$ cat src/hdl/tmip_pkg.sv
// Shared types, character codes and header table for the tagged message parser.
`default_nettype none

package tmip_pkg;

    localparam int CFG_DATA_BITS = 64;
    localparam int LEN_OUT_BITS  = 16;
    localparam int HDR_LAST      = 4;

    typedef enum logic [3:0] {
        PH_HEADER,
        PH_OUT,
        PH_SLASH,
        PH_KEY,
        PH_AFTER_KEY,
        PH_VALUE,
        PH_ESCAPE,
        PH_DISCARD
    } phase_t;

    typedef enum logic [1:0] {
        ST_OK,
        ST_NO_KEY,
        ST_BAD,
        ST_INCOMPLETE
    } status_t;

    typedef enum logic {
        CFG_KEY_TEXT,
        CFG_KEY_LENGTH
    } cfg_index_t;

    localparam logic [7:0] CH_NUL    = 8'h00;
    localparam logic [7:0] CH_SPACE  = 8'h20;
    localparam logic [7:0] CH_QUOTE  = 8'h22;
    localparam logic [7:0] CH_MINUS  = 8'h2D;
    localparam logic [7:0] CH_SLASH  = 8'h2F;
    localparam logic [7:0] CH_ZERO   = 8'h30;
    localparam logic [7:0] CH_NINE   = 8'h39;
    localparam logic [7:0] CH_EQ     = 8'h3D;
    localparam logic [7:0] CH_GT     = 8'h3E;
    localparam logic [7:0] CH_BSLASH = 8'h5C;

    typedef struct packed {
        logic                      emit;
        status_t                   status;
        logic [31:0]               value;
        logic [LEN_OUT_BITS-1:0]   length;
    } result_t;

    // "<msg " header, one character per position
    function automatic logic [7:0] header_char(input logic [2:0] pos);
        logic [7:0] c;
        case (pos)
            3'd0:    c = 8'h3C;
            3'd1:    c = 8'h6D;
            3'd2:    c = 8'h73;
            3'd3:    c = 8'h67;
            3'd4:    c = 8'h20;
            default: c = 8'h00;
        endcase
        return c;
    endfunction

endpackage

`default_nettype wire

$ cat src/hdl/tmip_if.sv
// Channel interfaces: message bytes in, parse results out, configuration writes.
`default_nettype none

interface tmip_in_if;
    logic       valid;
    logic       ready;
    logic [7:0] byte_value;
    logic       last_byte;

    modport source (output valid, output byte_value, output last_byte, input ready);
    modport sink   (input valid, input byte_value, input last_byte, output ready);
endinterface

interface tmip_out_if;
    logic                                 valid;
    logic                                 ready;
    tmip_pkg::status_t                    status;
    logic signed [31:0]                   value;
    logic [tmip_pkg::LEN_OUT_BITS-1:0]    message_length;

    modport source (output valid, output status, output value, output message_length,
                    input ready);
    modport sink   (input valid, input status, input value, input message_length,
                    output ready);
endinterface

interface tmip_cfg_if;
    logic                                 valid;
    logic                                 ready;
    tmip_pkg::cfg_index_t                 index;
    logic [tmip_pkg::CFG_DATA_BITS-1:0]   data;

    modport source (output valid, output index, output data, input ready);
    modport sink   (input valid, input index, input data, output ready);
endinterface

`default_nettype wire

$ cat src/hdl/tmip_core.sv
// Parser state and per-byte step logic: header, key match, value accumulation.
`default_nettype none

module tmip_core #(
    parameter int MAX_KEY_BYTES = 8,
    parameter int LENGTH_BITS   = 16
) (
    input  wire logic                         clk,
    input  wire logic                         rst_n,
    input  wire logic                         fire,
    input  wire logic [7:0]                   byte_value,
    input  wire logic                         last_byte,
    input  wire logic [MAX_KEY_BYTES*8-1:0]   key_text,
    input  wire logic [3:0]                   key_length,
    output tmip_pkg::result_t                 res
);

    tmip_pkg::phase_t          phase_reg, phase_next;
    logic [LENGTH_BITS-1:0]    pos_reg, pos_next;
    logic [3:0]                kidx_reg, kidx_next;
    logic                      kmatch_reg, kmatch_next;
    logic [31:0]               acc_reg, acc_next;
    logic                      neg_reg, neg_next;
    logic                      first_reg, first_next;
    logic                      bad_reg, bad_next;
    tmip_pkg::status_t         fstat_reg, fstat_next;
    logic [31:0]               fval_reg, fval_next;

    // value byte handling, shared by the value and escape phases
    logic        vb_neg, vb_bad;
    logic [31:0] vb_acc;
    logic [3:0]  digit;
    logic        is_digit;
    logic [31:0] pos_wide;
    logic        emit;
    logic        ended;
    tmip_pkg::status_t emit_status;
    logic [31:0]            emit_value;
    logic [LENGTH_BITS-1:0] emit_len;

    function automatic logic key_eq(input logic [3:0] idx, input logic [7:0] b);
        logic hit;
        hit = 1'b0;
        for (int j = 0; j < MAX_KEY_BYTES; j++)
        begin
            if (idx == 4'(j) && idx < key_length && key_text[8*j +: 8] == b)
            begin
                hit = 1'b1;
            end
        end
        return hit;
    endfunction

    assign digit    = 4'(byte_value - tmip_pkg::CH_ZERO);
    assign is_digit = byte_value >= tmip_pkg::CH_ZERO && byte_value <= tmip_pkg::CH_NINE;

    always_comb
    begin
        vb_neg = neg_reg;
        vb_acc = acc_reg;
        vb_bad = bad_reg;
        if (first_reg && byte_value == tmip_pkg::CH_MINUS)
        begin
            vb_neg = 1'b1;
        end
        else if (is_digit)
        begin
            // acc * 10 as two shifts and an add
            vb_acc = (acc_reg << 3) + (acc_reg << 1) + 32'(digit);
        end
        else
        begin
            vb_bad = 1'b1;
        end
    end

    always_comb
    begin
        phase_next  = phase_reg;
        pos_next    = pos_reg;
        kidx_next   = kidx_reg;
        kmatch_next = kmatch_reg;
        acc_next    = acc_reg;
        neg_next    = neg_reg;
        first_next  = first_reg;
        bad_next    = bad_reg;
        fstat_next  = fstat_reg;
        fval_next   = fval_reg;
        emit        = 1'b0;
        ended       = 1'b0;
        emit_status = tmip_pkg::ST_INCOMPLETE;

        if (fire && phase_reg != tmip_pkg::PH_DISCARD)
        begin
            if (pos_reg != '1)
            begin
                pos_next = pos_reg + 1'b1;
            end

            if (byte_value == tmip_pkg::CH_NUL)
            begin
                emit = 1'b1;
            end
            else
            begin
                unique case (phase_reg) inside
                    tmip_pkg::PH_HEADER:
                    begin
                        if (pos_reg > LENGTH_BITS'(tmip_pkg::HDR_LAST) ||
                            tmip_pkg::header_char(pos_reg[2:0]) != byte_value)
                        begin
                            emit = 1'b1;
                        end
                        else if (pos_reg == LENGTH_BITS'(tmip_pkg::HDR_LAST))
                        begin
                            phase_next = tmip_pkg::PH_OUT;
                        end
                    end
                    tmip_pkg::PH_OUT, tmip_pkg::PH_SLASH:
                    begin
                        if (phase_reg == tmip_pkg::PH_SLASH && byte_value == tmip_pkg::CH_GT)
                        begin
                            ended = 1'b1;
                        end
                        else if (byte_value == tmip_pkg::CH_SLASH)
                        begin
                            phase_next = tmip_pkg::PH_SLASH;
                        end
                        else if (byte_value != tmip_pkg::CH_SPACE)
                        begin
                            // any other byte opens a key and is its first character
                            kidx_next   = 4'd1;
                            kmatch_next = key_eq(4'd0, byte_value);
                            phase_next  = tmip_pkg::PH_KEY;
                        end
                        else
                        begin
                            phase_next = tmip_pkg::PH_OUT;
                        end
                    end
                    tmip_pkg::PH_KEY:
                    begin
                        if (byte_value == tmip_pkg::CH_EQ)
                        begin
                            kmatch_next = kmatch_reg && kidx_reg == key_length &&
                                          key_length <= 4'(MAX_KEY_BYTES);
                            phase_next  = tmip_pkg::PH_AFTER_KEY;
                        end
                        else
                        begin
                            kmatch_next = kmatch_reg && key_eq(kidx_reg, byte_value);
                            if (kidx_reg != 4'hF)
                            begin
                                kidx_next = kidx_reg + 4'd1;
                            end
                        end
                    end
                    tmip_pkg::PH_AFTER_KEY:
                    begin
                        if (byte_value == tmip_pkg::CH_QUOTE)
                        begin
                            acc_next   = '0;
                            neg_next   = 1'b0;
                            first_next = 1'b1;
                            bad_next   = 1'b0;
                            phase_next = tmip_pkg::PH_VALUE;
                        end
                    end
                    tmip_pkg::PH_VALUE:
                    begin
                        if (byte_value == tmip_pkg::CH_QUOTE)
                        begin
                            if (kmatch_reg)
                            begin
                                fstat_next = bad_reg ? tmip_pkg::ST_BAD : tmip_pkg::ST_OK;
                                fval_next  = neg_reg ? (32'd0 - acc_reg) : acc_reg;
                            end
                            phase_next = tmip_pkg::PH_OUT;
                        end
                        else
                        begin
                            acc_next   = vb_acc;
                            neg_next   = vb_neg;
                            bad_next   = vb_bad;
                            first_next = 1'b0;
                            if (byte_value == tmip_pkg::CH_BSLASH)
                            begin
                                phase_next = tmip_pkg::PH_ESCAPE;
                            end
                        end
                    end
                    tmip_pkg::PH_ESCAPE:
                    begin
                        acc_next   = vb_acc;
                        neg_next   = vb_neg;
                        bad_next   = vb_bad;
                        first_next = 1'b0;
                        phase_next = tmip_pkg::PH_VALUE;
                    end
                    default:
                    begin
                        phase_next = phase_reg;
                    end
                endcase
                if (ended)
                begin
                    emit        = 1'b1;
                    emit_status = fstat_reg;
                end
            end

            if (last_byte)
            begin
                emit = 1'b1;
            end
            if (emit && !last_byte)
            begin
                phase_next = tmip_pkg::PH_DISCARD;
            end
        end

        // result fields come from the stepped state, before a last byte clears it
        emit_value = fval_next;
        emit_len   = pos_next;

        // a last byte always closes the buffer: start over on the next message
        if (fire && last_byte)
        begin
            phase_next  = tmip_pkg::PH_HEADER;
            pos_next    = '0;
            kidx_next   = '0;
            kmatch_next = 1'b1;
            acc_next    = '0;
            neg_next    = 1'b0;
            first_next  = 1'b1;
            bad_next    = 1'b0;
            fstat_next  = tmip_pkg::ST_NO_KEY;
            fval_next   = '0;
        end
    end

    // found value stays zero through the header, so a header mismatch reports zero too
    assign pos_wide      = 32'(emit_len);
    assign res.emit      = emit;
    assign res.status    = emit_status;
    assign res.value     = emit_value;
    assign res.length    = ended ? pos_wide[tmip_pkg::LEN_OUT_BITS-1:0] : '0;

    always_ff @(posedge clk or negedge rst_n)
    begin
        if (!rst_n)
        begin
            phase_reg  <= tmip_pkg::PH_HEADER;
            pos_reg    <= '0;
            kidx_reg   <= '0;
            kmatch_reg <= 1'b1;
            acc_reg    <= '0;
            neg_reg    <= 1'b0;
            first_reg  <= 1'b1;
            bad_reg    <= 1'b0;
            fstat_reg  <= tmip_pkg::ST_NO_KEY;
            fval_reg   <= '0;
        end
        else
        begin
            phase_reg  <= phase_next;
            pos_reg    <= pos_next;
            kidx_reg   <= kidx_next;
            kmatch_reg <= kmatch_next;
            acc_reg    <= acc_next;
            neg_reg    <= neg_next;
            first_reg  <= first_next;
            bad_reg    <= bad_next;
            fstat_reg  <= fstat_next;
            fval_reg   <= fval_next;
        end
    end

    a_emit_needs_beat: assert property (@(posedge clk) disable iff (!rst_n)
        res.emit |-> fire)
        else $error("result emitted without a byte beat");

    a_discard_after_early_result: assert property (@(posedge clk) disable iff (!rst_n)
        fire && res.emit && !last_byte |=> phase_reg == tmip_pkg::PH_DISCARD)
        else $error("buffer tail not discarded after result");

    a_last_restarts: assert property (@(posedge clk) disable iff (!rst_n)
        fire && last_byte |=> phase_reg == tmip_pkg::PH_HEADER && pos_reg == '0)
        else $error("last byte did not restart header matching");

    a_complete_has_length: assert property (@(posedge clk) disable iff (!rst_n)
        res.emit && res.status != tmip_pkg::ST_INCOMPLETE |-> emit_len != '0)
        else $error("complete message reported with zero length");

endmodule

`default_nettype wire

$ cat src/hdl/tagged_message_int_field_parser.sv
// Top level: input byte register, configuration registers, parser core, result register.
//
//   channel  modport  beat contents
//   bytes    sink     byte_value[7:0], last_byte
//   result   source   status[1:0], value[31:0] signed, message_length[15:0]
//   cfg      sink     index (0 key_text, 1 key_length), data[63:0]
//
// One byte beat per cycle, sustained while no result waits. A byte lands in the input register,
// is stepped through the combinational parser core once no result waits, and any result is
// captured in the result register as that byte is stepped. A waiting result stalls the input register and the core.
// Reset clears the parser state and both configuration registers; cfg is always ready.
`default_nettype none

module tagged_message_int_field_parser #(
    parameter int MAX_KEY_BYTES = 8,
    parameter int LENGTH_BITS   = 16
) (
    input  wire logic        clk,
    input  wire logic        rst_n,
    tmip_in_if.sink          bytes,
    tmip_out_if.source       result,
    tmip_cfg_if.sink         cfg
);

    localparam int KEY_BITS = MAX_KEY_BYTES * 8;

    logic                   s1_valid_reg;
    logic [7:0]             s1_byte_reg;
    logic                   s1_last_reg;
    logic                   out_valid_reg;
    tmip_pkg::result_t      out_data_reg;
    logic [KEY_BITS-1:0]    key_text_reg;
    logic [3:0]             key_length_reg;
    logic                   out_free;
    logic                   fire;
    tmip_pkg::result_t      core_res;

    assign out_free    = !out_valid_reg || result.ready;
    assign fire        = s1_valid_reg && out_free;
    assign bytes.ready = !s1_valid_reg || fire;
    assign cfg.ready   = 1'b1;

    always_ff @(posedge clk or negedge rst_n)
    begin
        if (!rst_n)
        begin
            s1_valid_reg <= 1'b0;
        end
        else if (bytes.valid && bytes.ready)
        begin
            s1_valid_reg <= 1'b1;
        end
        else if (fire)
        begin
            s1_valid_reg <= 1'b0;
        end
    end

    always_ff @(posedge clk)
    begin
        if (bytes.valid && bytes.ready)
        begin
            s1_byte_reg <= bytes.byte_value;
            s1_last_reg <= bytes.last_byte;
        end
    end

    always_ff @(posedge clk or negedge rst_n)
    begin
        if (!rst_n)
        begin
            key_text_reg   <= '0;
            key_length_reg <= '0;
        end
        else if (cfg.valid)
        begin
            unique case (cfg.index)
                tmip_pkg::CFG_KEY_TEXT:   key_text_reg   <= cfg.data[KEY_BITS-1:0];
                tmip_pkg::CFG_KEY_LENGTH: key_length_reg <= cfg.data[3:0];
                default:                  key_length_reg <= key_length_reg;
            endcase
        end
    end

    tmip_core #(
        .MAX_KEY_BYTES (MAX_KEY_BYTES),
        .LENGTH_BITS   (LENGTH_BITS)
    ) u_core (
        .clk        (clk),
        .rst_n      (rst_n),
        .fire       (fire),
        .byte_value (s1_byte_reg),
        .last_byte  (s1_last_reg),
        .key_text   (key_text_reg),
        .key_length (key_length_reg),
        .res        (core_res)
    );

    always_ff @(posedge clk or negedge rst_n)
    begin
        if (!rst_n)
        begin
            out_valid_reg <= 1'b0;
        end
        else if (core_res.emit)
        begin
            out_valid_reg <= 1'b1;
        end
        else if (result.ready)
        begin
            out_valid_reg <= 1'b0;
        end
    end

    always_ff @(posedge clk)
    begin
        if (core_res.emit)
        begin
            out_data_reg <= core_res;
        end
    end

    assign result.valid          = out_valid_reg;
    assign result.status         = out_data_reg.status;
    assign result.value          = $signed(out_data_reg.value);
    assign result.message_length = out_data_reg.length;

endmodule

`default_nettype wire
$ cat src/flat_wrapper.sv
// flat-port wrapper written by rule: the top's interface ports become plain ports
module tagged_message_int_field_parser_flat 
#(
    parameter int MAX_KEY_BYTES = 8,
    parameter int LENGTH_BITS   = 16
)
  (clk, rst_n, bytes_valid, bytes_byte_value, bytes_last_byte, bytes_ready, result_valid, result_status, result_value, result_message_length, result_ready, cfg_valid, cfg_index, cfg_data, cfg_ready);
  tmip_in_if bytes_i ();
  tmip_out_if result_i ();
  tmip_cfg_if cfg_i ();
  input  wire logic clk;
  input  wire logic rst_n;
  input wire logic [$bits(bytes_i.valid)-1:0] bytes_valid;
  input wire logic [$bits(bytes_i.byte_value)-1:0] bytes_byte_value;
  input wire logic [$bits(bytes_i.last_byte)-1:0] bytes_last_byte;
  output wire logic [$bits(bytes_i.ready)-1:0] bytes_ready;
  output wire logic [$bits(result_i.valid)-1:0] result_valid;
  output wire logic [$bits(result_i.status)-1:0] result_status;
  output wire logic [$bits(result_i.value)-1:0] result_value;
  output wire logic [$bits(result_i.message_length)-1:0] result_message_length;
  input wire logic [$bits(result_i.ready)-1:0] result_ready;
  input wire logic [$bits(cfg_i.valid)-1:0] cfg_valid;
  input wire logic [$bits(cfg_i.index)-1:0] cfg_index;
  input wire logic [$bits(cfg_i.data)-1:0] cfg_data;
  output wire logic [$bits(cfg_i.ready)-1:0] cfg_ready;
  assign bytes_i.valid = bytes_valid;
  assign bytes_i.byte_value = bytes_byte_value;
  assign bytes_i.last_byte = bytes_last_byte;
  assign bytes_ready = bytes_i.ready;
  assign result_valid = result_i.valid;
  assign result_status = result_i.status;
  assign result_value = result_i.value;
  assign result_message_length = result_i.message_length;
  assign result_i.ready = result_ready;
  assign cfg_i.valid = cfg_valid;
  assign cfg_i.index = cfg_index;
  assign cfg_i.data = cfg_data;
  assign cfg_ready = cfg_i.ready;
  tagged_message_int_field_parser #(.MAX_KEY_BYTES(MAX_KEY_BYTES), .LENGTH_BITS(LENGTH_BITS)) u_core (.clk(clk), .rst_n(rst_n), .bytes(bytes_i), .result(result_i), .cfg(cfg_i));
endmodule
$ cat config.mk
export PLATFORM = sky130hd
export DESIGN_NAME = tagged_message_int_field_parser_flat
export DESIGN_NICKNAME = d
export VERILOG_FILES = /design/src/hdl/tmip_pkg.sv /design/src/hdl/tmip_if.sv /design/src/hdl/tmip_core.sv /design/src/hdl/tagged_message_int_field_parser.sv /design/src/flat_wrapper.sv
export SDC_FILE = /design/constraint.sdc
export NUM_CORES = 1
export LEC_CHECK = 0
export ABC_AREA = 1
export BUFFER_PORTS_ARGS = -buffer_cell sky130_fd_sc_hd__buf_4
export CAP_MARGIN = 20
export CORE_ASPECT_RATIO = 1.25
export CORE_MARGIN = 10
export CORE_UTILIZATION = 60
export DETAILED_ROUTE_END_ITERATION = 8
export GPL_TIMING_DRIVEN = 1
export PLACE_DENSITY = 0.85
export SYNTH_ARGS = -nofsm -noshare
export SYNTH_HDL_FRONTEND = slang
export SYNTH_SLANG_ARGS = --single-unit
export TNS_END_PERCENT = 100
$ cat constraint.sdc
create_clock -name clk -period 6.4 [get_ports clk]
set_clock_uncertainty 0.2 [all_clocks]
set_input_delay 0 -clock clk [delete_from_list [all_inputs] [get_ports clk]]
set_output_delay 0 -clock clk [all_outputs]
set_load 0.03 [all_outputs]
# Word level (Yosys, flattened, before mapping)

Cells that the tools add are included.

Add/sub/neg operators: 6
Eq/ne operators: 53
Bitwise logic cells: 3
$lt $le $gt $ge: 6
Reductions and logical operators: 56
Multiplexer cells: 110

Operators with widths:

| kind                                                                   | number |
|---|---|
| 32-bit two-way mux                                                     | 14 |
| 32-bit case mux with 3 select lines                                    | 1 |
| 4-bit two-way mux                                                      | 19 |
| 8-bit equality test                                                    | 8 |
| 1-bit two-way mux                                                      | 54 |
| 16-bit two-way mux                                                     | 3 |
| 8-bit by 6-bit equality test with 1-bit output, second input constant  | 5 |
| 7-bit case mux with 5 select lines                                     | 1 |
| 32-bit adder                                                           | 1 |
| 32-bit by 4-bit adder with 32-bit output                               | 1 |
| 1-bit by 32-bit subtractor with 32-bit output, first input constant    | 1 |
| 4-bit by 3-bit equality test with 1-bit output, second input constant  | 7 |
| 1-bit logical AND                                                      | 28 |
| 8-bit two-way mux                                                      | 3 |
| 4-bit case mux with 6 select lines                                     | 1 |
| 2-bit two-way mux                                                      | 9 |
| 16-bit by 1-bit adder with 16-bit output, second input constant        | 1 |
| 16-bit by 3-bit equality test with 1-bit output, second input constant | 1 |
| 4-bit by 2-bit equality test with 1-bit output, second input constant  | 4 |
| 16-bit by 3-bit > comparator with 1-bit output, second input constant  | 1 |
| 16-bit != test, second input constant                                  | 1 |
| 4-bit by 1-bit != test with 1-bit output, second input constant        | 3 |
| 2-bit nonzero test                                                     | 6 |
| 5-bit AND reduction                                                    | 2 |
| 41 further kinds                                                       | 59 |

Bits of input ports: 79
Word-level logic and storage cells: 253
Flip-flop bits (word level): 223
Output and inout port bits: 53

# Depth between registers and ports, before layout

Gate-level depths: netlist (run 1).

Word-level depth: 21
Mapped depth: 16
Gate-level depth less buffers: 16

# Hierarchy

A second synthesis (run 1) with hierarchy kept.

Cell total of the unflattened synthesis: 1,750
Area, all modules: 14,290.0 sq um

By module, submodules not included:

| module                          | seq. area each (sq um) | area each (sq um) | cells each | times used |
|---|---|---|---|---|
| tmip_core                       | 2,331.0                | 9,476.6           | 1,383      | 1 |
| tagged_message_int_field_parser | 3,523.4                | 4,813.4           | 367        | 1 |

# Least setup slack after synthesis (run 1)

OpenSTA, ideal clock, no wires.

Path kind: flip-flop to flip-flop
Start point: register u_core.u_core.pos_reg[1]
End point: register u_core.out_data_reg (netlist bit u_core.result.message_length[0]), enable pin
Buffers on the path: 0
Cell stages (with the launch flop): 14
Setup time: 0.404 ns
Data required time: 5.796 ns
Data arrival time: 2.468 ns
Path slack: 3.328 ns
Period minus slack after synthesis: 3.072 ns
Cell sequence: dfrtp_1 -> inv_1 -> ha_1 -> o21ai_0 -> nand2_1 -> nand2_1 -> nand2_1 -> nand3_1 -> nor2_1 -> nand2_1 -> nand2_1 -> nand3_1 -> nand2_1 -> inv_1

RTL lines:

| element                | RTL line                               | source |
|---|---|---|
| start, declared        | tmip_core.sv:19                        | `logic [LENGTH_BITS-1:0] pos_reg, pos_next;` |
| start signal, assigned | tmip_core.sv:267                       | `pos_reg <= pos_next;` |
| end signal, assigned   | tagged_message_int_field_parser.sv:119 | `out_data_reg <= core_res;` |
| end, declared          | tagged_message_int_field_parser.sv:31  | `tmip_pkg::result_t out_data_reg;` |

# Worst setup path in the final report (run 1)

Start point: register u_core.s1_byte_reg[3]
End point: register u_core.u_core.acc_reg[22]

Cells in the longest elaborated chain, start to end: 9
Elaborated cells between the ends (all ways): 20
Those cells by class: add/sub: 2; order compare: 2; eq/ne: 5; mux: 7; reduce/logical: 4

Ends and longest elaborated chain:

| element                                                                       | RTL line                              | source |
|---|---|---|
| start, declared                                                               | tagged_message_int_field_parser.sv:28 | `logic [7:0] s1_byte_reg;` |
| start signal, assigned                                                        | tagged_message_int_field_parser.sv:63 | `s1_byte_reg <= bytes.byte_value;` |
| 4-bit by 1-bit subtractor with 4-bit output (tied with other cells)           | tmip_core.sv:54                       | `assign digit = 4'(byte_value - tmip_pkg::CH_ZERO);` |
| 32-bit by 4-bit adder with 32-bit output or 1-bit logical AND (tied branches) | tmip_core.sv:69, tmip_core.sv:55      |  |
| 32-bit two-way mux                                                            | tmip_core.sv:66                       | `else if (is_digit)` |
| 32-bit two-way mux                                                            | tmip_core.sv:62                       | `if (first_reg && byte_value == tmip_pkg::CH_MINUS)` |
| 32-bit two-way mux                                                            | tmip_core.sv:171                      | `if (byte_value == tmip_pkg::CH_QUOTE)` |
| 32-bit case mux with 3 select lines                                           | tmip_core.sv:106                      | `unique case (phase_reg) inside` |
| 32-bit two-way mux                                                            | tmip_core.sv:100                      | `if (byte_value == tmip_pkg::CH_NUL)` |
| 32-bit two-way mux                                                            | tmip_core.sv:93                       | `if (fire && phase_reg != tmip_pkg::PH_DISCARD)` |
| 32-bit two-way mux                                                            | tmip_core.sv:227                      | `if (fire && last_byte)` |
| end signal, assigned                                                          | tmip_core.sv:270                      | `acc_reg <= acc_next;` |
| end, declared                                                                 | tmip_core.sv:22                       | `logic [31:0] acc_reg, acc_next;` |

Several ways; a longest one is shown, not always the timed one. The select of a mux whose other input is x is not followed.
A chain may end at the register's enable or synchronous reset.

==> results of run 1 <==
layer usage:
metal | track usage, % | part of all wire, % | routed length (microns) | vias up
li1 | - | - | - | 5808
met1 | 31.0 | 37 | 15100 | 5760
met4 | 13.9 | 5.6 | 2290 | 0
met5 | 0 | 0 | 0 | -
met2 | 50.2 | 51 | 21000 | 562
met3 | 4.09 | 6.1 | 2490 | 153
area by class of cell:
| type | instances | area (sq um) |
|---|---|---|
| inverters | 212 | 798 |
| flip-flops and latches | 222 | 5850 |
| well taps | 283 | 354 |
| clock buffers | 33 | 654 |
| clock inverters | 8 | 41.3 |
| multi-input cells | 1165 | 6560 |
| fillers | 1659 | 5990 |
| repair buffers | 220 | 1880 |
metrics by stage:
step           cell area (sq um)  hold WS [ns]  instances
4_1_cts                    16100        0.0118       2141
6_report                   16100       -0.0350       2143
2_1_floorplan              13400        -0.496       1644
3_3_place_gp               14600       -0.0230       2015
3_5_place_dp               14600       -0.0228       2015
5_1_grt                    16100        0.0238       2143
worst max-delay path, delay by kind of cell (launching register included):
family                     cells  cell delay, ns
AOI/OAI and AO/OA              3            0.53
adders and majority gates      2            1.12
and+or+nand+nor                6            0.80
buffers and inverters          1            0.07
DFF                            1            0.71
logic make-up (layout without fill, tap and decap cells):
logic type | after synthesis | in the layout | share of synthesized area (%)
xor gates and xnor gates | 86 | 86 | 5.61
muxes | 36 | 36 | 3.01
buffers and inverters | 257 | 473 | 7.57
DFF | 222 | 222 | 43.6
other | 1 | 1 | 0.0279
and+or+nand+nor | 742 | 742 | 23.9
adders and majority gates | 74 | 74 | 7.01
AOI/OAI and AO/OA | 226 | 226 | 9.25
synthesized netlist by cell type, types with 2 or more instances:
library cell,number,area (sq um)
o22ai_1,12,75.1
o21bai_1,4,30.0
nor3_1,29,145
buf_1,3,11.3
nand3_1,109,546
nand2_2,6,37.5
inv_2,9,33.8
inv_1,202,758
nor4_1,5,31.3
or2_2,18,113
a21oi_1,85,425
nor2_1,202,758
nand2_1,323,1210
nand4_1,32,200
buf_6,2,22.5
ha_1,72,901
nand3b_1,2,15.0
nor2_4,4,45.0
mux2_2,35,394
o211ai_1,5,37.5
buf_4,4,30.0
a31oi_1,6,37.5
o21ai_1,10,50.1
a21o_1,5,37.5
fa_1,2,40.0
and2_1,7,43.8
buf_2,15,75.1
xnor2_1,33,289
clkbuf_1,21,78.8
a211oi_1,6,45.0
a21boi_0,3,22.5
xor2_1,53,464
o31ai_1,3,22.5
edfxtp_1,59,1770
a221oi_1,2,17.5
dfrtp_1,160,4000
dfstp_2,3,78.8
o21ai_0,80,400
power by group through the flow:
| stage | clock network [W] | registers [W] | logic [W] |
|---|---|---|---|
| after floorplan | 0 | 0.00194 | 0.000575 |
| after global placement | 0 | 0.00182 | 0.00102 |
| after detailed placement | 0 | 0.00183 | 0.00104 |
| after CTS | 0.00127 | 0.00181 | 0.00110 |
| after global routing | 0.00133 | 0.00183 | 0.00123 |
| final | 0.00126 | 0.00181 | 0.00112 |
worst min-delay path by stage:
stage / start / to / slack (ns) / cells past startpoint
floorplan: rst_n / u_core.key_length_reg[0]$_DFFE_PN0P_ / -0.50 / 0
global placement: rst_n / u_core.u_core.acc_reg[21]$_DFFE_PN0P_ / -0.02 / 1
detailed placement: rst_n / u_core.u_core.acc_reg[21]$_DFFE_PN0P_ / -0.02 / 1
CTS: bytes_byte_value[4] / u_core.s1_byte_reg[4]$_DFFE_PP_ / 0.01 / 2
global route: bytes_byte_value[4] / u_core.s1_byte_reg[4]$_DFFE_PP_ / 0.02 / 2
finish: rst_n / u_core.u_core.acc_reg[21]$_DFFE_PN0P_ / -0.03 / 2
==> run summary, run 1 <==
status: finished with violations
violated checks: hold timing
crit path DAT: 3.72 ns
Area growth syn-to-layout: 20.3%
worst hold margin: -0.0350 ns
post-CTS sizing: 0
post-route ant nets: 0
first-pass GRT wire length: 66.2 mm
Via-to-Cell Ratio: 5.73
total gr overflow: 0
number of clock sinks: 222
total CTS buffers: 23
commonest cells after routing, fill and taps aside: nand2_1, nor2_1, inv_1, dfrtp_1, buf_4
CP max-delay cell: edfxtp_1
# IOs: 132
sequential share of power: 43.2%
crit-path most repeated cell: nand2_1
largest vdd supply drop: 219 uV
share of cells above drive strength 1: 13.4%
CP Capture Type: register
Pwr Total: 0.00419 W
Worst-Margin Slew: 1.02 ns
H-tree depth: 1
vias: 12300
async set-reset flop share out of synthesis: 73.4%
final setup violation count: 0
startpoint types: register
Register-to-Register Path Depth: 12
post-CTS setup buffer count: 0
Root Buffer: clkbuf_16
commonest non-fill, non-tap cell in the layout: nand2_1
Final Net Count: 1997
min Tclk post-route: 3.55 ns
final WL: 40.9 mm
final hold vios: 2
Die Width: 154 microns
Yosys warning total: 0
RSZ-0062 raised after global routing: no
Die H: 187 microns
Syn Area/Cell: 8.16 sq um
Setup CP Type: reg2reg
die footprint: 28800 sq um
Final TNS setup: 0 ns
Worst path max stage delay: 0.71 ns
worst r2r dst: u_core.u_core.acc_reg[22]$_DFFE_PN0P_
R2R Path Start: u_core.s1_byte_reg[3]$_DFFE_PP_
pins over their slew limit: 0
number of flops mapped to enable cells by yosys: 59
register bit total from synthesis: 222
drt first pass iters: 5
register clock-pin slew on the reported worst setup and hold paths: 0.06 ns
distinct cell type count after synthesis: 51
initial antenna violation count: 0
Syn Std Cell Area: 13400 sq um
Post-route DRC: 0
pre-CTS WS: 2.88 ns
crit path from: u_core.s1_byte_reg[3]$_DFFE_PP_
internal cell power: 0.00278 W
Switching Fraction: 33.8%
Hold Crit Class: in2async
Clock Tree Buf Depth: 3
clock latency at the later pin of the worst-skew pair: 0.52 ns
# diodes: 0
1st-iter DRT viols: 956
Wirelength per Cell: 19.1 microns
Post-synth top flop: dfrtp_1
setup ws final: 2.85 ns
number of global-route vias before repair: 12600
TritonCTS clock tree: done
pin count of the biggest net entering global routing: 106
Critical Path RT: 6.58 ns
number of max-cap violations: 0
crit-path cells: fa_1 > inv_1 > fa_1 > o21ai_0 > nand2_1 > nand2_1 > nand2_1 > nand2_1 > a21oi_1 > or2_2 > nand3_1 > o21ai_1
Initial Util: 60.6%
GRT Overall Usage: 27.8%
max reg flops: 64
Mapped Cells: 1644
syn_nets: 1797
routability congestion estimate: 0.951
pwr/cell area: 260 nW/um^2
post-route clock period utilization: 55.4%
end point of the critical path: u_core.u_core.acc_reg[22]$_DFFE_PN0P_
Max Freq: 282 MHz
combinational power share: 26.7%
row cnt: 61
Clk network pwr share: 30.1%
cts hold-fix bufs: 85
Leakage Power: 8.21 nW
Psw: 0.00142 W
R2R setup slack: 2.85 ns
final core occ: 72.9%
Seq/Total Area, Yosys: 43.6%
CP max FO: 15
Buffers on Ports: 130
Slew headroom: 31.8%
core area: 22100 sq um
Final HPWL DP: 29.0 mm
(Power assumes the default switching activity.)
==> run 2, diff against run 1 <==
==> constraint.sdc (replaced) <==
create_clock -name clk -period 3.5 [get_ports clk]
set_clock_uncertainty 0.2 [all_clocks]
set_input_delay 0 -clock clk [delete_from_list [all_inputs] [get_ports clk]]
set_output_delay 0 -clock clk [all_outputs]
set_load 0.03 [all_outputs]
==> run summary, run 2 (same netlist as run 1, synthesis figures left out) <==
pins over their slew limit: 0 (unchanged)
Worst Path Buf+Inv: 0 (-1)
Final Net Count: 2016 (+0.95%)
Layout Cells excl Fill: 2162 (+0.89%)
largest vdd supply drop: 449 uV (+110%)
crit path from: u_core.u_core.acc_reg[0]$_DFFE_PN0P_
Worst Hold End: u_core.s1_byte_reg[4]$_DFFE_PP_
Leakage Power: 8.34 nW (+1.6%)
CP Capture Type: register
Final HPWL DP: 29.5 mm (+1.7%)
Via-to-Cell Ratio: 5.83 (+1.7%)
number of global-route vias before repair: 13000 (+3.8%)
pwr/cell area: 484 nW/um^2 (+86%)
Worst Hold Launch: bytes_byte_value[4]
Critical Path RT: 3.67 ns (-2.91 ns)
Max Freq: 318 MHz (+13%)
crit-path most repeated cell: nand2_1
final hold vios: 0 (-2)
Worst-Margin Slew: 1.01 ns (-0.0102 ns)
status: finished, final reports clean
CP max-delay cell: fa_1
commonest non-fill, non-tap cell in the layout: nand2_1
pin count of the biggest net entering global routing: 94 (-11%)
Final TNS setup: 0 ns (unchanged)
Setup CP Type: reg2reg
initial antenna violation count: 0 (unchanged)
GRT Overall Usage: 29.1% (+1.3 points)
CP max FO: 4 (-11)
R2R Path Start: u_core.u_core.acc_reg[0]$_DFFE_PN0P_
routability congestion estimate: 0.980 (+3.1%)
setup ws final: 0.357 ns (-2.50 ns)
Worst path max stage delay: 0.43 ns (-0.28 ns)
min Tclk post-route: 3.14 ns (-0.404 ns)
number of clock sinks: 222 (unchanged)
total gr overflow: 0 (unchanged)
Clock Tree Buf Depth: 3 (unchanged)
Hold Crit Class: in2reg
vias: 12600 (+2.6%)
Wirelength per Cell: 19.7 microns (+3.3%)
RSZ-0062 raised after global routing: no
# diodes: 0 (unchanged)
die footprint: 28800 sq um (unchanged)
H-tree depth: 1 (unchanged)
R2R setup slack: 0.36 ns (-2.50 ns)
Buffers on Ports: 130 (unchanged)
worst r2r dst: u_core.u_core.acc_reg[13]$_DFFE_PN0P_
core area: 22100 sq um (unchanged)
Area growth syn-to-layout: 22.1%
pre-CTS WS: 0.382 ns (-2.50 ns)
post-route ant nets: 0 (unchanged)
total CTS buffers: 22 (-4.3%)
crit-path cells: fa_1 > ha_1 > a21oi_1 > nand2_1 > a21oi_1 > o21ai_0 > nand2_1 > nand2_1 > xnor2_1 > o22ai_1
drt first pass iters: 5 (unchanged)
TritonCTS clock tree: done
commonest cells after routing, fill and taps aside: nand2_1, nor2_1, inv_1, dfrtp_1, buf_4
Root Buffer: clkbuf_16
final WL: 42.7 mm (+4.3%)
register clock-pin slew on the reported worst setup and hold paths: 0.07 ns (about the same)
max reg flops: 64 (unchanged)
crit path DAT: 3.32 ns (-0.40 ns)
Register-to-Register Path Depth: 10 (-2)
final setup violation count: 0 (unchanged)
share of cells above drive strength 1: 14.6% (+1.2 points)
Post-route DRC: 0 (unchanged)
Slew headroom: 32.5% (+0.68 points)
Die H: 187 microns (unchanged)
worst hold margin: 0.0161 ns (+0.0511 ns)
final core occ: 74.0% (+1.1 points)
post-CTS setup buffer count: 0 (unchanged)
dpl cells: 2036 (+1.0%)
Die Width: 154 microns (unchanged)
number of max-cap violations: 0 (unchanged)
Worst path top cell family by delay: compound AO/OA/AOI/OAI gates
row cnt: 61 (unchanged)
1st-iter DRT viols: 1003 (+4.9%)
startpoint types: register
# IOs: 132 (unchanged)
post-route clock period utilization: 89.8% (+34 points)
Initial Util: 60.6% (unchanged)
clock latency at the later pin of the worst-skew pair: 0.52 ns (about the same)
first-pass GRT wire length: 68.9 mm (+4.2%)
hold depth: 2
## run 2: changes by cell type in the layout (fill, tap and decap cells not counted)
cell | before | now
buf_4 | 132 | 152
clkbuf_1 | 7 | 3
bufinv_16 | 0 | 3
clkinv_1 | 2 | 0
clkinvlp_4 | 0 | 2
buf_16 | 0 | 1
buf_6 | 2 | 1
clkbuf_16 | 24 | 23
clkinv_8 | 0 | 1
o21ai_0 | 80 | 79
o21ai_1 | 10 | 11
## run 2: what timing repair did
item,CTS,global route
setup endpoints to repair,0,1
hold buffers,86,0
endpoints found under the hold margin,248,0
gates resized for setup,0,1
## run 2: through the flow
step | total power, W | area [sq um]
4_1_cts | 0.00791 | 16400
3_5_place_dp | 0.00530 | 14700
2_1_floorplan | 0.00460 | 13400
3_3_place_gp | 0.00523 | 14700
6_report | 0.00794 | 16400
5_1_grt | 0.00829 | 16400
## run 2: worst max-delay path by stage
stage | to | slack, ns | depth (start not counted)
after detailed placement | u_core.u_core.acc_reg[22]$_DFFE_PN0P_ | 0.38 | 12
after CTS | u_core.u_core.acc_reg[22]$_DFFE_PN0P_ | 0.36 | 12
after global placement | u_core.u_core.acc_reg[22]$_DFFE_PN0P_ | 0.44 | 12
final | u_core.u_core.acc_reg[13]$_DFFE_PN0P_ | 0.36 | 10
after global routing | u_core.u_core.acc_reg[17]$_DFFE_PN0P_ | 0.14 | 14
after floorplan | u_core.result.message_length[0]$_SDFFCE_PN0P_ | 0.43 | 13
## run 2: report_power, final
part | switching [W] | leakage [nW] | internal [W]
Combinational | 0.00138 | 5.31 | 0.000759
Clock | 0.00105 | 0.375 | 0.00148
Sequential | 0.000229 | 2.66 | 0.00304
## run 2: area by class of cell
cell class,count,area [sq um]
Timing Repair Buffer,240,2050
Clock buffer,28,614
Clock inverter,12,155
Multi-Input combinational cell,1165,6560
Inverter,212,798
Tap cell,283,354
Fill cell,1620,5750
Sequential cell,222,5850
## run 2: worst register-to-register path, cell delays in order, from the launching register on
cell     delay, ns
dfrtp_1       0.42
fa_1          0.43
ha_1          0.34
a21oi_1       0.15
nand2_1       0.10
a21oi_1       0.36
o21ai_0       0.30
nand2_1       0.12
nand2_1       0.12
xnor2_1       0.35
o22ai_1       0.13
## run 2: per-layer routing
metal / vias to the layer above / wire [microns] / global-route usage (%)
met5: - / 0 / 0
met4: 0 / 2740 / 17.1
met3: 181 / 2710 / 4.92
met2: 619 / 22100 / 52.4
met1: 5982 / 15100 / 31.1
li1: 5819 / - / -
==> run 3, diff against run 2 <==
--- a/config.mk
+++ b/config.mk
@@ -5,7 +5,6 @@
 export SDC_FILE = /design/constraint.sdc
 export NUM_CORES = 1
 export LEC_CHECK = 0
-export ABC_AREA = 1
 export BUFFER_PORTS_ARGS = -buffer_cell sky130_fd_sc_hd__buf_4
 export CAP_MARGIN = 20
 export CORE_ASPECT_RATIO = 1.25
==> constraint.sdc (replaced) <==
create_clock -name clk -period 3.5 [get_ports clk]
set_clock_uncertainty 0.2 [all_clocks]
set_input_delay 0 -clock clk [delete_from_list [all_inputs] [get_ports clk]]
set_output_delay 0 -clock clk [all_outputs]
set_load 0.02 [all_outputs]
==> run summary, run 3 <==
synthesized-area fraction occupied by xor and xnor cells: 9.00% (+3.4 points)
Die H: 182 microns (-2.9%)
startpoint types: register
Root Buffer: clkbuf_16
H-tree depth: 1 (unchanged)
Worst-Margin Slew: 0.841 ns (-0.171 ns)
first-pass GRT wire length: 55.4 mm (-20%)
GRT Overall Usage: 24.9% (-4.2 points)
Area growth syn-to-layout: 24.7%
Via-to-Cell Ratio: 6.00 (+2.9%)
Area contributors post-synth: dfrtp_1, edfxtp_1, ha_1, mux2_2, xor2_1
Syn Std Cell Area: 12600 sq um (-6.4%)
Setup CP Type: reg2reg
routability congestion estimate: 0.942 (-3.9%)
vias: 10100 (-20%)
Final Net Count: 1536 (-24%)
final WL: 34.1 mm (-20%)
worst hold margin: 0.0208 ns (+0.00469 ns)
final core occ: 75.5% (+1.5 points)
top-area cell type share of the netlist area: 31.9% (+2.1 points)
Max Freq: 296 MHz (-7.0%)
max reg flops: 64 (unchanged)
setup ws final: 0.120 ns (-0.237 ns)
clock latency at the later pin of the worst-skew pair: 0.52 ns (about the same)
Leakage Power: 7.13 nW (-15%)
number of max-cap violations: 0 (unchanged)
pins over their slew limit: 0 (unchanged)
Clock Tree Buf Depth: 3 (unchanged)
Syn Area/Cell: 10.8 sq um (+32%)
min Tclk post-route: 3.38 ns (+0.237 ns)
syn_nets: 1315 (-27%)
number of flops mapped to enable cells by yosys: 59 (unchanged)
sequential share of power: 41.6% (+0.4 points)
share of cells above drive strength 1: 22.6% (+8.0 points)
post-route ant nets: 0 (unchanged)
Post-route DRC: 0 (unchanged)
number of clock sinks: 222 (unchanged)
number of global-route vias before repair: 10500 (-20%)
Seq/Total Area, Yosys: 46.6% (+3.0 points)
Final HPWL DP: 21.3 mm (-28%)
mux share of post-synthesis cell area: 6.77% (+3.8 points)
post-route clock period utilization: 96.6% (+6.8 points)
Buffers on Ports: 130 (unchanged)
distinct cell type count after synthesis: 81 (+59%)
final setup violation count: 0 (unchanged)
post-synthesis adder-cell area fraction: 7.49% (+0.48 points)
CP max FO: 5 (+1)
drt first pass iters: 5 (unchanged)
pwr/cell area: 504 nW/um^2 (+4.0%)
Switching Fraction: 31.2% (-2.3 points)
crit path DAT: 3.59 ns (+0.27 ns)
Clk network pwr share: 33.4% (+1.5 points)
status: finished, final reports clean
commonest cells after routing, fill and taps aside: buf_4, dfrtp_1, nand2_1, dlygate4sd3_1, nor2_1
commonest non-fill, non-tap cell in the layout: buf_4
TritonCTS clock tree: done
total CTS buffers: 23 (+4.5%)
pin count of the biggest net entering global routing: 80 (-15%)
die footprint: 27100 sq um (-5.7%)
CP Capture Type: register
area leader, netlist: dfrtp_1
Critical Path RT: 3.71 ns (+0.04 ns)
total gr overflow: 0 (unchanged)
combinational power share: 24.9% (-2.0 points)
most frequent cell after synthesis: dfrtp_1
row cnt: 59 (-3.3%)
initial antenna violation count: 2 (+2)
most frequent cells after synthesis: dfrtp_1, nand2_1, nor2_1, xor2_1, ha_1
post-synthesis compound-gate area fraction: 12.7% (+3.4 points)
Mapped Cells: 1162 (-29%)
core area: 20700 sq um (-6.3%)
largest family of logic cells by synthesized area: simple AND/OR/NAND/NOR gates
Post-synth top flop: dfrtp_1
1st-iter DRT viols: 841 (-16%)
largest vdd supply drop: 414 uV (-7.7%)
Slew headroom: 43.9% (+11 points)
Wirelength per Cell: 20.3 microns (+3.0%)
Die Width: 149 microns (-2.8%)
Synth Area in Simple Gates: 14.9% (-9.0 points)
Hold Crit Class: in2reg
register clock-pin slew on the reported worst setup and hold paths: 0.07 ns (about the same)
register bit total from synthesis: 222 (unchanged)
pre-CTS WS: 0.0249 ns (-0.357 ns)
# IOs: 132 (unchanged)
async set-reset flop share out of synthesis: 73.4% (unchanged)
Yosys warning total: 0 (unchanged)
Psw: 0.00246 W (-7.4%)
Initial Util: 60.5% (-0.099 points)
internal cell power: 0.00543 W (+2.9%)
final hold vios: 0 (unchanged)
run 3: cell count changes after synthesis, sizes merged, moves of 28 or more:
cell   change
mux2      +36
and2      +28
inv      -188
a21oi     -53
nand2    -235
nor2     -130
nand3     -83
run 3: power groups by stage:
stage	clock network (W)	registers, W	logic [W]
after floorplan	0	0.00338	0.00109
after global placement	0	0.00329	0.00178
after detailed placement	0	0.00331	0.00182
after CTS	0.00265	0.00327	0.00192
after global routing	0.00276	0.00332	0.00213
final	0.00264	0.00329	0.00197
run 3: repair_timing:
action,CTS,global route
resized for setup,0,8
endpoints found under the hold margin,250,0
hold buffers,83,0
setup buffers,0,1
setup endpoints to repair,0,10
run 3: final cells by class:
| type | count | area [sq um] |
|---|---|---|
| timing repair buffer | 247 | 2120 |
| fill | 1312 | 5080 |
| inverter | 24 | 90.1 |
| sequential | 222 | 5860 |
| clock inverter | 11 | 145 |
| clock buffer | 31 | 667 |
| antenna | 3 | 7.51 |
| tap | 274 | 343 |
| multi-input combinational | 865 | 6430 |
run 3: final timing paths:
kind | from | to | slack [ns] | cells after the start
max | u_core.u_core.acc_reg[0]$_DFFE_PN0P_ | u_core.u_core.acc_reg[30]$_DFFE_PN0P_ | 0.12 | 11
min | bytes_byte_value[0] | u_core.s1_byte_reg[0]$_DFFE_PP_ | 0.02 | 2
max reg2reg | u_core.u_core.acc_reg[0]$_DFFE_PN0P_ | u_core.u_core.acc_reg[30]$_DFFE_PN0P_ | 0.12 | 11
min reg2reg | u_core.u_core.fstat_reg[0]$_DFFE_PN1P_ | u_core.u_core.fstat_reg[0]$_DFFE_PN1P_ | 0.26 | 2
max in group asynchronous | rst_n | u_core.u_core.fval_reg[2]$_DFF_PN0_ | 2.27 | 4
min in group asynchronous | rst_n | u_core.u_core.kmatch_reg$_DFFE_PN1P_ | 0.40 | 3
run 3: logic make-up after synthesis:
logic type,after synthesis
simple gates,359
compound gates,226
flops,222
xor+xnor,129
mux,76
buf+inv,75
fa+ha+maj,74
other cells,1
run 3: layer usage:
metal,vias to the layer above,global-route usage (%),share of wire [%]
li1,4671,-,-
met3,92,4.85,6.5
met4,0,8.38,3.5
met2,383,44.8,52
met5,-,0,0
met1,4910,28.5,38
run 3: metrics by stage:
stage / TNS [ns] / instance area, sq um / total power (W) / std cells
floorplan: 0 / 12600 / 0.00448 / 1162
global placement: 0 / 13900 / 0.00508 / 1548
detailed placement: 0 / 13900 / 0.00513 / 1548
CTS: 0 / 15600 / 0.00784 / 1673
global route: -0.00675 / 15700 / 0.00821 / 1677
finish: 0 / 15700 / 0.00789 / 1677
run 3: worst max-delay path, stage by stage, from the launching register on:
cell and delay, ns:
dfrtp_2 0.44, fa_1 0.57, inv_1 0.07, fa_1 0.44
nor2b_2 0.17, o31a_1 0.23, o31ai_2 0.10, a311o_1 0.44
a31oi_4 0.19, a31oi_1 0.12, xnor2_1 0.13, a22o_1 0.17
